--- config.mk ---
export PLATFORM = sky130hd
export DESIGN_NAME = pid_integral_zone_controller_core
export DESIGN_NICKNAME = d
export VERILOG_FILES = /design/src/hdl/pidz_pkg.sv /design/src/hdl/pid_integral_zone_controller_core.sv /design/src/hdl/pidz_term_stage.sv /design/src/hdl/pidz_product_stage.sv /design/src/hdl/pidz_drive_stage.sv
export SDC_FILE = /design/constraint.sdc
export NUM_CORES = 2
export LEC_CHECK = 0
export ABC_AREA = 1
export ABC_CLOCK_PERIOD_IN_PS = 11900
export BUFFER_PORTS_ARGS = -buffer_cell sky130_fd_sc_hd__buf_2
export CORE_MARGIN = 2
export CORE_UTILIZATION = 25
export CTS_CLUSTER_DIAMETER = 50
export DETAILED_ROUTE_END_ITERATION = 12
export SLEW_MARGIN = 20
export SYNTH_ARGS = -nofsm -noshare
export SYNTH_HDL_FRONTEND = slang
export SYNTH_HIERARCHICAL = 1
export SYNTH_SLANG_ARGS = --single-unit
--- constraint.sdc ---
create_clock -name i_clk -period 11.9 [get_ports i_clk]
set_clock_uncertainty 0.15 [all_clocks]
set_input_delay 2.38 -clock i_clk [delete_from_list [all_inputs] [get_ports i_clk]]
set_output_delay 2.38 -clock i_clk [all_outputs]
set_load 0.05 [all_outputs]
--- src/hdl/pidz_pkg.sv ---
// ----------------------------------------------------------------------------
// PID integral zone controller package
// Payload, configuration and pipeline types shared by the controller modules.
// ----------------------------------------------------------------------------
`default_nettype none

package pidz_pkg;

    localparam int unsigned CFG_IDX_W  = 3;
    localparam int unsigned CFG_DATA_W = 23;

    localparam logic [CFG_IDX_W-1:0] CFG_GAIN_P         = 3'd0;
    localparam logic [CFG_IDX_W-1:0] CFG_GAIN_I         = 3'd1;
    localparam logic [CFG_IDX_W-1:0] CFG_GAIN_D         = 3'd2;
    localparam logic [CFG_IDX_W-1:0] CFG_INTEGRAL_ZONE  = 3'd3;
    localparam logic [CFG_IDX_W-1:0] CFG_INTEGRAL_LIMIT = 3'd4;
    localparam logic [CFG_IDX_W-1:0] CFG_OUTPUT_LIMIT   = 3'd5;

    localparam logic [15:0] GAIN_P_RESET       = 16'd256;
    localparam logic [14:0] OUTPUT_LIMIT_RESET = 15'd127;

    typedef struct packed {
        logic signed [23:0] setpoint;
        logic signed [23:0] measured;
    } t_in_item;

    typedef struct packed {
        logic signed [15:0] drive;
        logic               saturated;
    } t_out_item;

    typedef struct packed {
        logic [15:0] gain_p;
        logic [15:0] gain_i;
        logic [15:0] gain_d;
        logic [22:0] integral_zone;
        logic [22:0] integral_limit;
        logic [14:0] output_limit;
    } t_cfg;

    typedef struct packed {
        logic signed [24:0] err;
        logic signed [24:0] integ;
        logic signed [25:0] deriv;
    } t_terms;

    typedef struct packed {
        logic signed [44:0] prod_p;
        logic signed [44:0] prod_i;
        logic signed [44:0] prod_d;
    } t_prods;

endpackage

`default_nettype wire

--- src/hdl/pid_integral_zone_controller_core.sv ---
// ----------------------------------------------------------------------------
// PID integral zone controller core
// PID controller with integral zone, integral clamp and saturated drive.
//
// Input channel i_in_valid/o_in_ready carries a setpoint and a measured
// position; output channel o_out_valid/i_out_ready returns one drive and a
// saturation flag per input transfer, in order. Gains and limits are set
// through the write port (i_cfg_wr_en, i_cfg_index, i_cfg_wdata); the user
// must write them only while idle, which the block does not enforce. The
// pipeline is four registers deep: input, terms, products, result. One
// transfer per cycle is taken in each direction unless a result is stalled;
// the three gain multipliers share one stage. The whole pipeline advances
// together: while a result waits on i_out_ready low, o_in_ready is low and
// all stages hold. Reset clears the stage valid flags, the stored error and
// integral, and loads the default register values (unity proportional gain,
// output limit 127); o_in_ready is low while reset is held.
// ----------------------------------------------------------------------------
`default_nettype none

module pid_integral_zone_controller_core (
    input  wire                                   i_clk,
    input  wire                                   i_rst_n,
    input  wire                                   i_in_valid,
    output logic                                  o_in_ready,
    input  wire  pidz_pkg::t_in_item              i_in_item,
    output logic                                  o_out_valid,
    input  wire                                   i_out_ready,
    output pidz_pkg::t_out_item                   o_out_item,
    input  wire                                   i_cfg_wr_en,
    input  wire  [pidz_pkg::CFG_IDX_W-1:0]        i_cfg_index,
    input  wire  [pidz_pkg::CFG_DATA_W-1:0]       i_cfg_wdata
);
    import pidz_pkg::*;

    t_cfg     r_cfg;
    t_in_item r_in_item;
    logic     r_in_valid;
    logic     r_terms_valid;
    logic     r_prods_valid;
    logic     r_out_valid;
    logic     w_adv;
    t_terms   w_terms;
    t_prods   w_prods;

    assign w_adv = !r_out_valid || i_out_ready;

    always_ff @(posedge i_clk) begin
        if (!i_rst_n) begin
            r_cfg.gain_p         <= GAIN_P_RESET;
            r_cfg.gain_i         <= '0;
            r_cfg.gain_d         <= '0;
            r_cfg.integral_zone  <= '0;
            r_cfg.integral_limit <= '0;
            r_cfg.output_limit   <= OUTPUT_LIMIT_RESET;
        end else if (i_cfg_wr_en) begin
            case (i_cfg_index)
                CFG_GAIN_P:         r_cfg.gain_p         <= i_cfg_wdata[15:0];
                CFG_GAIN_I:         r_cfg.gain_i         <= i_cfg_wdata[15:0];
                CFG_GAIN_D:         r_cfg.gain_d         <= i_cfg_wdata[15:0];
                CFG_INTEGRAL_ZONE:  r_cfg.integral_zone  <= i_cfg_wdata[22:0];
                CFG_INTEGRAL_LIMIT: r_cfg.integral_limit <= i_cfg_wdata[22:0];
                CFG_OUTPUT_LIMIT:   r_cfg.output_limit   <= i_cfg_wdata[14:0];
                default: begin
                end
            endcase
        end
    end

    // advance all stage flags together
    always_ff @(posedge i_clk) begin
        if (!i_rst_n) begin
            r_in_valid    <= 1'b0;
            r_terms_valid <= 1'b0;
            r_prods_valid <= 1'b0;
            r_out_valid   <= 1'b0;
        end else if (w_adv) begin
            r_in_valid    <= i_in_valid;
            r_terms_valid <= r_in_valid;
            r_prods_valid <= r_terms_valid;
            r_out_valid   <= r_prods_valid;
        end
    end

    always_ff @(posedge i_clk) begin
        if (w_adv) begin
            r_in_item <= i_in_item;
        end
    end

    pidz_term_stage u_term (
        .i_clk   (i_clk),
        .i_rst_n (i_rst_n),
        .i_adv   (w_adv),
        .i_valid (r_in_valid),
        .i_item  (r_in_item),
        .i_cfg   (r_cfg),
        .o_terms (w_terms)
    );

    pidz_product_stage u_product (
        .i_clk   (i_clk),
        .i_adv   (w_adv),
        .i_terms (w_terms),
        .i_cfg   (r_cfg),
        .o_prods (w_prods)
    );

    pidz_drive_stage u_drive (
        .i_clk   (i_clk),
        .i_adv   (w_adv),
        .i_prods (w_prods),
        .i_cfg   (r_cfg),
        .o_item  (o_out_item)
    );

    assign o_in_ready  = w_adv && i_rst_n;
    assign o_out_valid = r_out_valid;

endmodule

`default_nettype wire

--- src/hdl/pidz_term_stage.sv ---
// ----------------------------------------------------------------------------
// PID term stage
// Forms the error, the zoned and clamped integral and the derivative, and
// holds the controller state.
// ----------------------------------------------------------------------------
`default_nettype none

module pidz_term_stage (
    input  wire                     i_clk,
    input  wire                     i_rst_n,
    input  wire                     i_adv,
    input  wire                     i_valid,
    input  wire pidz_pkg::t_in_item i_item,
    input  wire pidz_pkg::t_cfg     i_cfg,
    output pidz_pkg::t_terms        o_terms
);
    import pidz_pkg::*;

    logic signed [24:0] r_last_error;
    logic signed [24:0] r_integral;
    logic signed [24:0] n_integral;
    t_terms             r_terms;

    logic signed [24:0] w_err;
    logic        [24:0] w_mag;
    logic               w_in_zone;
    logic signed [25:0] w_sum;
    logic signed [25:0] w_lim;
    logic signed [25:0] w_neg_lim;
    logic signed [25:0] w_deriv;

    assign w_err     = $signed({i_item.setpoint[23], i_item.setpoint})
                     - $signed({i_item.measured[23], i_item.measured});
    assign w_mag     = w_err[24] ? 25'(-w_err) : 25'(w_err);
    assign w_in_zone = w_mag < {2'b00, i_cfg.integral_zone};
    assign w_sum     = $signed({r_integral[24], r_integral}) + $signed({w_err[24], w_err});
    assign w_lim     = $signed({3'b000, i_cfg.integral_limit});
    assign w_neg_lim = -w_lim;
    assign w_deriv   = $signed({w_err[24], w_err}) - $signed({r_last_error[24], r_last_error});

    always_comb begin
        if (!w_in_zone) begin
            n_integral = '0;
        end else if (w_sum > w_lim) begin
            n_integral = w_lim[24:0];
        end else if (w_sum < w_neg_lim) begin
            n_integral = w_neg_lim[24:0];
        end else begin
            n_integral = w_sum[24:0];
        end
    end

    always_ff @(posedge i_clk) begin
        if (!i_rst_n) begin
            r_last_error <= '0;
            r_integral   <= '0;
        end else if (i_adv && i_valid) begin
            r_last_error <= w_err;
            r_integral   <= n_integral;
        end
    end

    always_ff @(posedge i_clk) begin
        if (i_adv) begin
            r_terms.err   <= w_err;
            r_terms.integ <= n_integral;
            r_terms.deriv <= w_deriv;
        end
    end

    assign o_terms = r_terms;

endmodule

`default_nettype wire

--- src/hdl/pidz_product_stage.sv ---
// ----------------------------------------------------------------------------
// PID product stage
// Weights error, integral and derivative by their Q8.8 gains.
// ----------------------------------------------------------------------------
`default_nettype none

module pidz_product_stage (
    input  wire                   i_clk,
    input  wire                   i_adv,
    input  wire pidz_pkg::t_terms i_terms,
    input  wire pidz_pkg::t_cfg   i_cfg,
    output pidz_pkg::t_prods      o_prods
);
    import pidz_pkg::*;

    logic signed [44:0] w_prod_p;
    logic signed [44:0] w_prod_i;
    logic signed [44:0] w_prod_d;
    t_prods             r_prods;

    assign w_prod_p = $signed({1'b0, i_cfg.gain_p}) * i_terms.err;
    assign w_prod_i = $signed({1'b0, i_cfg.gain_i}) * i_terms.integ;
    assign w_prod_d = $signed({1'b0, i_cfg.gain_d}) * i_terms.deriv;

    always_ff @(posedge i_clk) begin
        if (i_adv) begin
            r_prods.prod_p <= w_prod_p;
            r_prods.prod_i <= w_prod_i;
            r_prods.prod_d <= w_prod_d;
        end
    end

    assign o_prods = r_prods;

endmodule

`default_nettype wire

--- src/hdl/pidz_drive_stage.sv ---
// ----------------------------------------------------------------------------
// PID drive stage
// Sums the weighted terms, floors away the fraction and saturates the drive.
// ----------------------------------------------------------------------------
`default_nettype none

module pidz_drive_stage (
    input  wire                   i_clk,
    input  wire                   i_adv,
    input  wire pidz_pkg::t_prods i_prods,
    input  wire pidz_pkg::t_cfg   i_cfg,
    output pidz_pkg::t_out_item   o_item
);
    import pidz_pkg::*;

    logic signed [44:0] w_acc;
    logic signed [36:0] w_val;
    logic signed [36:0] w_lim;
    logic signed [36:0] w_neg_lim;
    t_out_item          n_item;
    t_out_item          r_item;

    assign w_acc     = i_prods.prod_p + i_prods.prod_i + i_prods.prod_d;
    assign w_val     = w_acc[44:8];
    assign w_lim     = $signed({22'd0, i_cfg.output_limit});
    assign w_neg_lim = -w_lim;

    always_comb begin
        if (w_val > w_lim) begin
            n_item.drive     = w_lim[15:0];
            n_item.saturated = 1'b1;
        end else if (w_val < w_neg_lim) begin
            n_item.drive     = w_neg_lim[15:0];
            n_item.saturated = 1'b1;
        end else begin
            n_item.drive     = w_val[15:0];
            n_item.saturated = 1'b0;
        end
    end

    always_ff @(posedge i_clk) begin
        if (i_adv) begin
            r_item <= n_item;
        end
    end

    assign o_item = r_item;

endmodule

`default_nettype wire

==> qor.json <==
{
  "run_status": {"value": "completed"},
  "setup_bufs_post_cts": {"value": 0},
  "fin_crit_sh": {"value": 60.4, "unit": "%"},
  "setup.worst_path.start_class": {"value": "flip-flop"},
  "worstSkewPairLatency": {"value": 0.76, "unit": "ns"},
  "worstHoldPathType": {"value": "flip-flop to flip-flop"},
  "cts_hold_buffers_added": {"value": 0},
  "fill_cells": {"value": 33900},
  "grt.overflow.total": {"value": 0},
  "synth-edff-count": {"value": 268},
  "ioPinCount": {"value": 98},
  "synth.net_count": {"value": 12400},
  "crit_required": {"value": 12.19, "unit": "ns"},
  "totalWireLength": {"value": 238, "unit": "mm"},
  "setup_failing_eps_final": {"value": 0},
  "final_core_utilization": {"value": 27.5, "unit": "%"},
  "io_buffer_count": {"value": 97},
  "worst_ep_arrival_time": {"value": 7.48, "unit": "ns"},
  "cts.path.max_buffers": {"value": 3},
  "clock_tree.root_cell": {"value": "sky130_fd_sc_hd__clkbuf_16"},
  "dpl_cell_area": {"value": 82400, "unit": "um2"},
  "grt_antenna_before_repair": {"value": 6},
  "crit_top_cell": {"value": "sky130_fd_sc_hd__nand2_1"},
  "timing.setup.critical_path_class": {"value": "flip-flop to flip-flop"},
  "power_per_cell_area": {"value": 167, "unit": "nW/um2"},
  "whs": {"value": 0.325, "unit": "ns"},
  "register_area": {"value": 11300, "unit": "um2"},
  "synth_top_area_cell": {"value": "sky130_fd_sc_hd__fa_1"},
  "first_global_vias": {"value": 64300},
  "ir_drop": {"value": 133, "unit": "uV"},
  "holdCritStartpoint": {"value": "r_prods_valid"},
  "fin_tns_setup": {"value": 0, "unit": "ns"},
  "final_area": {"value": 85200, "unit": "um2"},
  "die_width": {"value": 562, "unit": "um"},
  "reg2reg_launch_point": {"value": "r_in_item[0]"},
  "hold_path_depth": {"value": 2},
  "worst_setup_hold_path_clk_slew": {"value": 0.05, "unit": "ns"},
  "synth_top_area_share": {"value": 31.7, "unit": "%"},
  "synth_sequential_area_ratio": {"value": 14.5, "unit": "%"},
  "clock-sinks": {"value": 431},
  "cts_inserted_buffers": {"value": 80},
  "timing.reg2reg.setup_slack": {"value": 4.71, "unit": "ns"},
  "crit_buf_inv": {"value": 3},
  "rsz0062_at_grt": {"value": "no"},
  "core.rowCount": {"value": 204},
  "cpPeakStageDelay": {"value": 0.55, "unit": "ns"},
  "area_growth": {"value": 9.43, "unit": "%"},
  "startpoint_of_the_worst_setup_timing_path": {"value": "r_in_item[0]"},
  "worstPathMaxFanout": {"value": 26},
  "fin_nets": {"value": 12200},
  "yosys.cell_types.count": {"value": 56},
  "synthesis_stage_register_bit_count": {"value": 431},
  "die_h": {"value": 562, "unit": "um"},
  "finalMaxSlewViolations": {"value": 0},
  "timing.critical_path.slowest_stage_cell": {"value": "sky130_fd_sc_hd__nor2_2"},
  "synth_ff_type": {"value": "sky130_fd_sc_hd__edfxtp_1"},
  "ys_warn_count": {"value": 6},
  "maximum_number_of_pins_on_one_net_before_global_route_repair": {"value": 81},
  "critPathTopFamily": {"value": "simple AND/OR/NAND/NOR gates"},
  "maximum_level_of_the_cts_h_tree": {"value": 3},
  "globalplace.congestion": {"value": 0.949},
  "initial_core_util": {"value": 25.2, "unit": "%"},
  "report.final.hold_viol_count": {"value": 0},
  "end_kind": {"value": "flip-flop"},
  "global_route_wire_length_before_repair": {"value": 373, "unit": "mm"},
  "reg2reg_to": {"value": "u_term/o_terms[50]"},
  "final_layout_size_suffix_gt1_share": {"value": 5.00, "unit": "%"},
  "floorplan.core_area": {"value": 309000, "unit": "um2"},
  "dpl.hpwl": {"value": 196, "unit": "mm"},
  "route.detailed.drc": {"value": 0},
  "p_leak": {"value": 0.0481, "unit": "uW"},
  "detail_route.wl_per_cell": {"value": 16.4, "unit": "um"},
  "grt_util_all_layers": {"value": 15.1, "unit": "%"},
  "firstDrtPassIters": {"value": 6},
  "routed-via-count": {"value": 63000},
  "cts_tree": {"value": "built"},
  "post_synthesis_average_cell_area": {"value": 7.40, "unit": "um2"},
  "multi_input_comb_area": {"value": 54100, "unit": "um2"},
  "post_cts_resize_count": {"value": 0},
  "worstHoldEndpoint": {"value": "o_out_valid"},
  "timing.fmax": {"value": 0.139, "unit": "GHz"},
  "synth.cell_area": {"value": 77900, "unit": "um2"},
  "timing.max_cap.violations": {"value": 0},
  "timing.slew.headroom": {"value": 24.0, "unit": "%"},
  "detailedRoute.firstIterationViolations": {"value": 4714},
  "tightest_slew": {"value": 1.14, "unit": "ns"},
  "synth_area_leaders": {"value": "sky130_fd_sc_hd__fa_1, sky130_fd_sc_hd__nand2_1, sky130_fd_sc_hd__inv_1"},
  "drtAntennaViolNets": {"value": 0},
  "async_set_or_reset_register_ratio_after_synthesis": {"value": 0, "unit": "%"},
  "fin_crit": {"value": 7.19, "unit": "ns"},
  "die-area": {"value": 316000, "unit": "um2"},
  "syn_inst": {"value": 10500},
  "reg2regPathDepth": {"value": 34},
  "drt-vias-per-instance": {"value": 4.33}
}
-- metal layers --
metal	vias up	global-route usage, %	wire length [um]
met5	-	0	0
met2	1906	24.4	106000
met3	318	2.71	16100
li1	30300	-	-
met1	30500	20.4	107000
met4	0	5.00	8820
-- synth_stat cells, types with 3 or more instances --
| library cell | number |
|---|---|
| sky130_fd_sc_hd__nor2_4 | 10 |
| sky130_fd_sc_hd__nand3_1 | 431 |
| sky130_fd_sc_hd__nand2_1 | 2976 |
| sky130_fd_sc_hd__xor2_1 | 131 |
| sky130_fd_sc_hd__o211ai_1 | 3 |
| sky130_fd_sc_hd__a21oi_1 | 269 |
| sky130_fd_sc_hd__buf_6 | 7 |
| sky130_fd_sc_hd__buf_1 | 4 |
| sky130_fd_sc_hd__nand3_4 | 22 |
| sky130_fd_sc_hd__nor3_1 | 36 |
| sky130_fd_sc_hd__o21ai_1 | 8 |
| sky130_fd_sc_hd__edfxtp_1 | 268 |
| sky130_fd_sc_hd__nand2_4 | 6 |
| sky130_fd_sc_hd__nor4_1 | 6 |
| sky130_fd_sc_hd__o21bai_1 | 39 |
| sky130_fd_sc_hd__buf_4 | 19 |
| sky130_fd_sc_hd__o21a_1 | 4 |
| sky130_fd_sc_hd__xnor2_1 | 44 |
| sky130_fd_sc_hd__inv_1 | 2856 |
| sky130_fd_sc_hd__a21o_1 | 16 |
| sky130_fd_sc_hd__a211oi_1 | 5 |
| sky130_fd_sc_hd__fa_1 | 1233 |
| sky130_fd_sc_hd__clkbuf_1 | 325 |
| sky130_fd_sc_hd__o31ai_1 | 5 |
| sky130_fd_sc_hd__nor3_2 | 7 |
| sky130_fd_sc_hd__and2_1 | 4 |
| sky130_fd_sc_hd__nand3_2 | 20 |
| sky130_fd_sc_hd__ha_1 | 554 |
| sky130_fd_sc_hd__inv_2 | 29 |
| sky130_fd_sc_hd__buf_2 | 23 |
| sky130_fd_sc_hd__nand3b_1 | 16 |
| sky130_fd_sc_hd__dfxtp_1 | 163 |
| sky130_fd_sc_hd__nor2_2 | 41 |
| sky130_fd_sc_hd__a21oi_2 | 26 |
| sky130_fd_sc_hd__a31oi_1 | 10 |
| sky130_fd_sc_hd__o21ai_0 | 108 |
| sky130_fd_sc_hd__nand2_2 | 45 |
| sky130_fd_sc_hd__nor2_1 | 642 |
| sky130_fd_sc_hd__nand4_1 | 85 |
| sky130_fd_sc_hd__o21ai_2 | 4 |
-- cell families after synthesis --
group	synth area share, %
AO/OA/AOI/OAI	3.69
XOR/XNOR	1.99
flip-flops	14.5
adder cells (fa/ha/maj)	40.6
AND/OR/NAND/NOR	23.2
buffers and inverters	16.0
-- metrics by stage --
step	power, uW	setup slack [ns]	std cells
floorplan	9020	2.40	10500
global placement	11800	4.73	14400
detailed placement	11800	4.75	14400
CTS	14300	4.73	14600
global route	15700	4.26	14600
finish	14300	4.71	14600
-- worst reg2reg max path: cells and delay by family, from the launching register on --
| kind | cells | cell delay (ns) |
|---|---|---|
| compound gates | 2 | 0.48 |
| xor+xnor | 2 | 0.50 |
| fa+ha+maj | 4 | 1.45 |
| buf+inv | 3 | 0.62 |
| flops | 1 | 0.41 |
| simple gates | 23 | 3.27 |
-- placed cells by master, fill, tap and decap left out, types with 10 or more instances in the layout --
| cell type | count |
|---|---|
| sky130_fd_sc_hd__a31oi_1 | 10 |
| sky130_fd_sc_hd__fa_1 | 1233 |
| sky130_fd_sc_hd__nor2_4 | 12 |
| sky130_fd_sc_hd__nand4_1 | 85 |
| sky130_fd_sc_hd__ha_1 | 554 |
| sky130_fd_sc_hd__a21oi_2 | 26 |
| sky130_fd_sc_hd__nand3_2 | 20 |
| sky130_fd_sc_hd__inv_2 | 30 |
| sky130_fd_sc_hd__nor2_2 | 40 |
| sky130_fd_sc_hd__nand3_1 | 431 |
| sky130_fd_sc_hd__o21bai_1 | 39 |
| sky130_fd_sc_hd__a21o_1 | 16 |
| sky130_fd_sc_hd__nor2_1 | 641 |
| sky130_fd_sc_hd__xnor2_1 | 44 |
| sky130_fd_sc_hd__buf_4 | 59 |
| sky130_fd_sc_hd__nand2_1 | 2975 |
| sky130_fd_sc_hd__buf_2 | 96 |
| sky130_fd_sc_hd__o21ai_0 | 108 |
| sky130_fd_sc_hd__inv_8 | 11 |
| sky130_fd_sc_hd__a21oi_1 | 269 |
| sky130_fd_sc_hd__nand3_4 | 22 |
| sky130_fd_sc_hd__nor3_1 | 36 |
| sky130_fd_sc_hd__inv_6 | 11 |
| sky130_fd_sc_hd__edfxtp_1 | 268 |
| sky130_fd_sc_hd__dfxtp_1 | 162 |
| sky130_fd_sc_hd__xor2_1 | 131 |
| sky130_fd_sc_hd__nand2_2 | 45 |
| sky130_fd_sc_hd__inv_1 | 2856 |
| sky130_fd_sc_hd__nand3b_1 | 16 |
| sky130_fd_sc_hd__clkbuf_16 | 80 |
-- power breakdown --
group,internal [uW],switching (uW),leakage [uW]
logic,2960,5920,0.0424
registers,2100,918,0.00432
clock network,1400,974,0.00136
-- cell type report --
type / count / area share [%]
clock buffers: 91 / 2.47
well taps: 4120 / 6.05
clock inverters: 59 / 0.849
diodes: 2 / 0.00587
inverters: 2887 / 12.7
repair buffers: 156 / 1.10
flip-flops and latches: 431 / 13.3
multi-input cells: 6821 / 63.5
-- worst max path at each step --
| stage | endpoint | cells past startpoint | slack, ns |
|---|---|---|---|
| detailed placement | u_term/o_terms[50] | 34 | 4.75 |
| CTS | u_term/o_terms[50] | 34 | 4.73 |
| finish | u_term/o_terms[50] | 34 | 4.71 |
| global route | u_term/r_integral[24] | 36 | 4.26 |
| floorplan | o_in_ready | 4 | 2.40 |
| global placement | u_term/o_terms[50] | 34 | 4.73 |
-- state kept, by name (all words and copies together) (netlist names) --
name / flops
r_in_valid: 1
u_product/o_prods: 127
o_out_valid: 1
r_cfg: 109
u_term/r_last_error: 25
u_drive/o_item: 17
r_prods_valid: 1
u_term/r_integral: 25
r_terms_valid: 1
r_in_item: 48
u_term/o_terms: 76
Note: power is estimated with default switching activity, not from simulation.
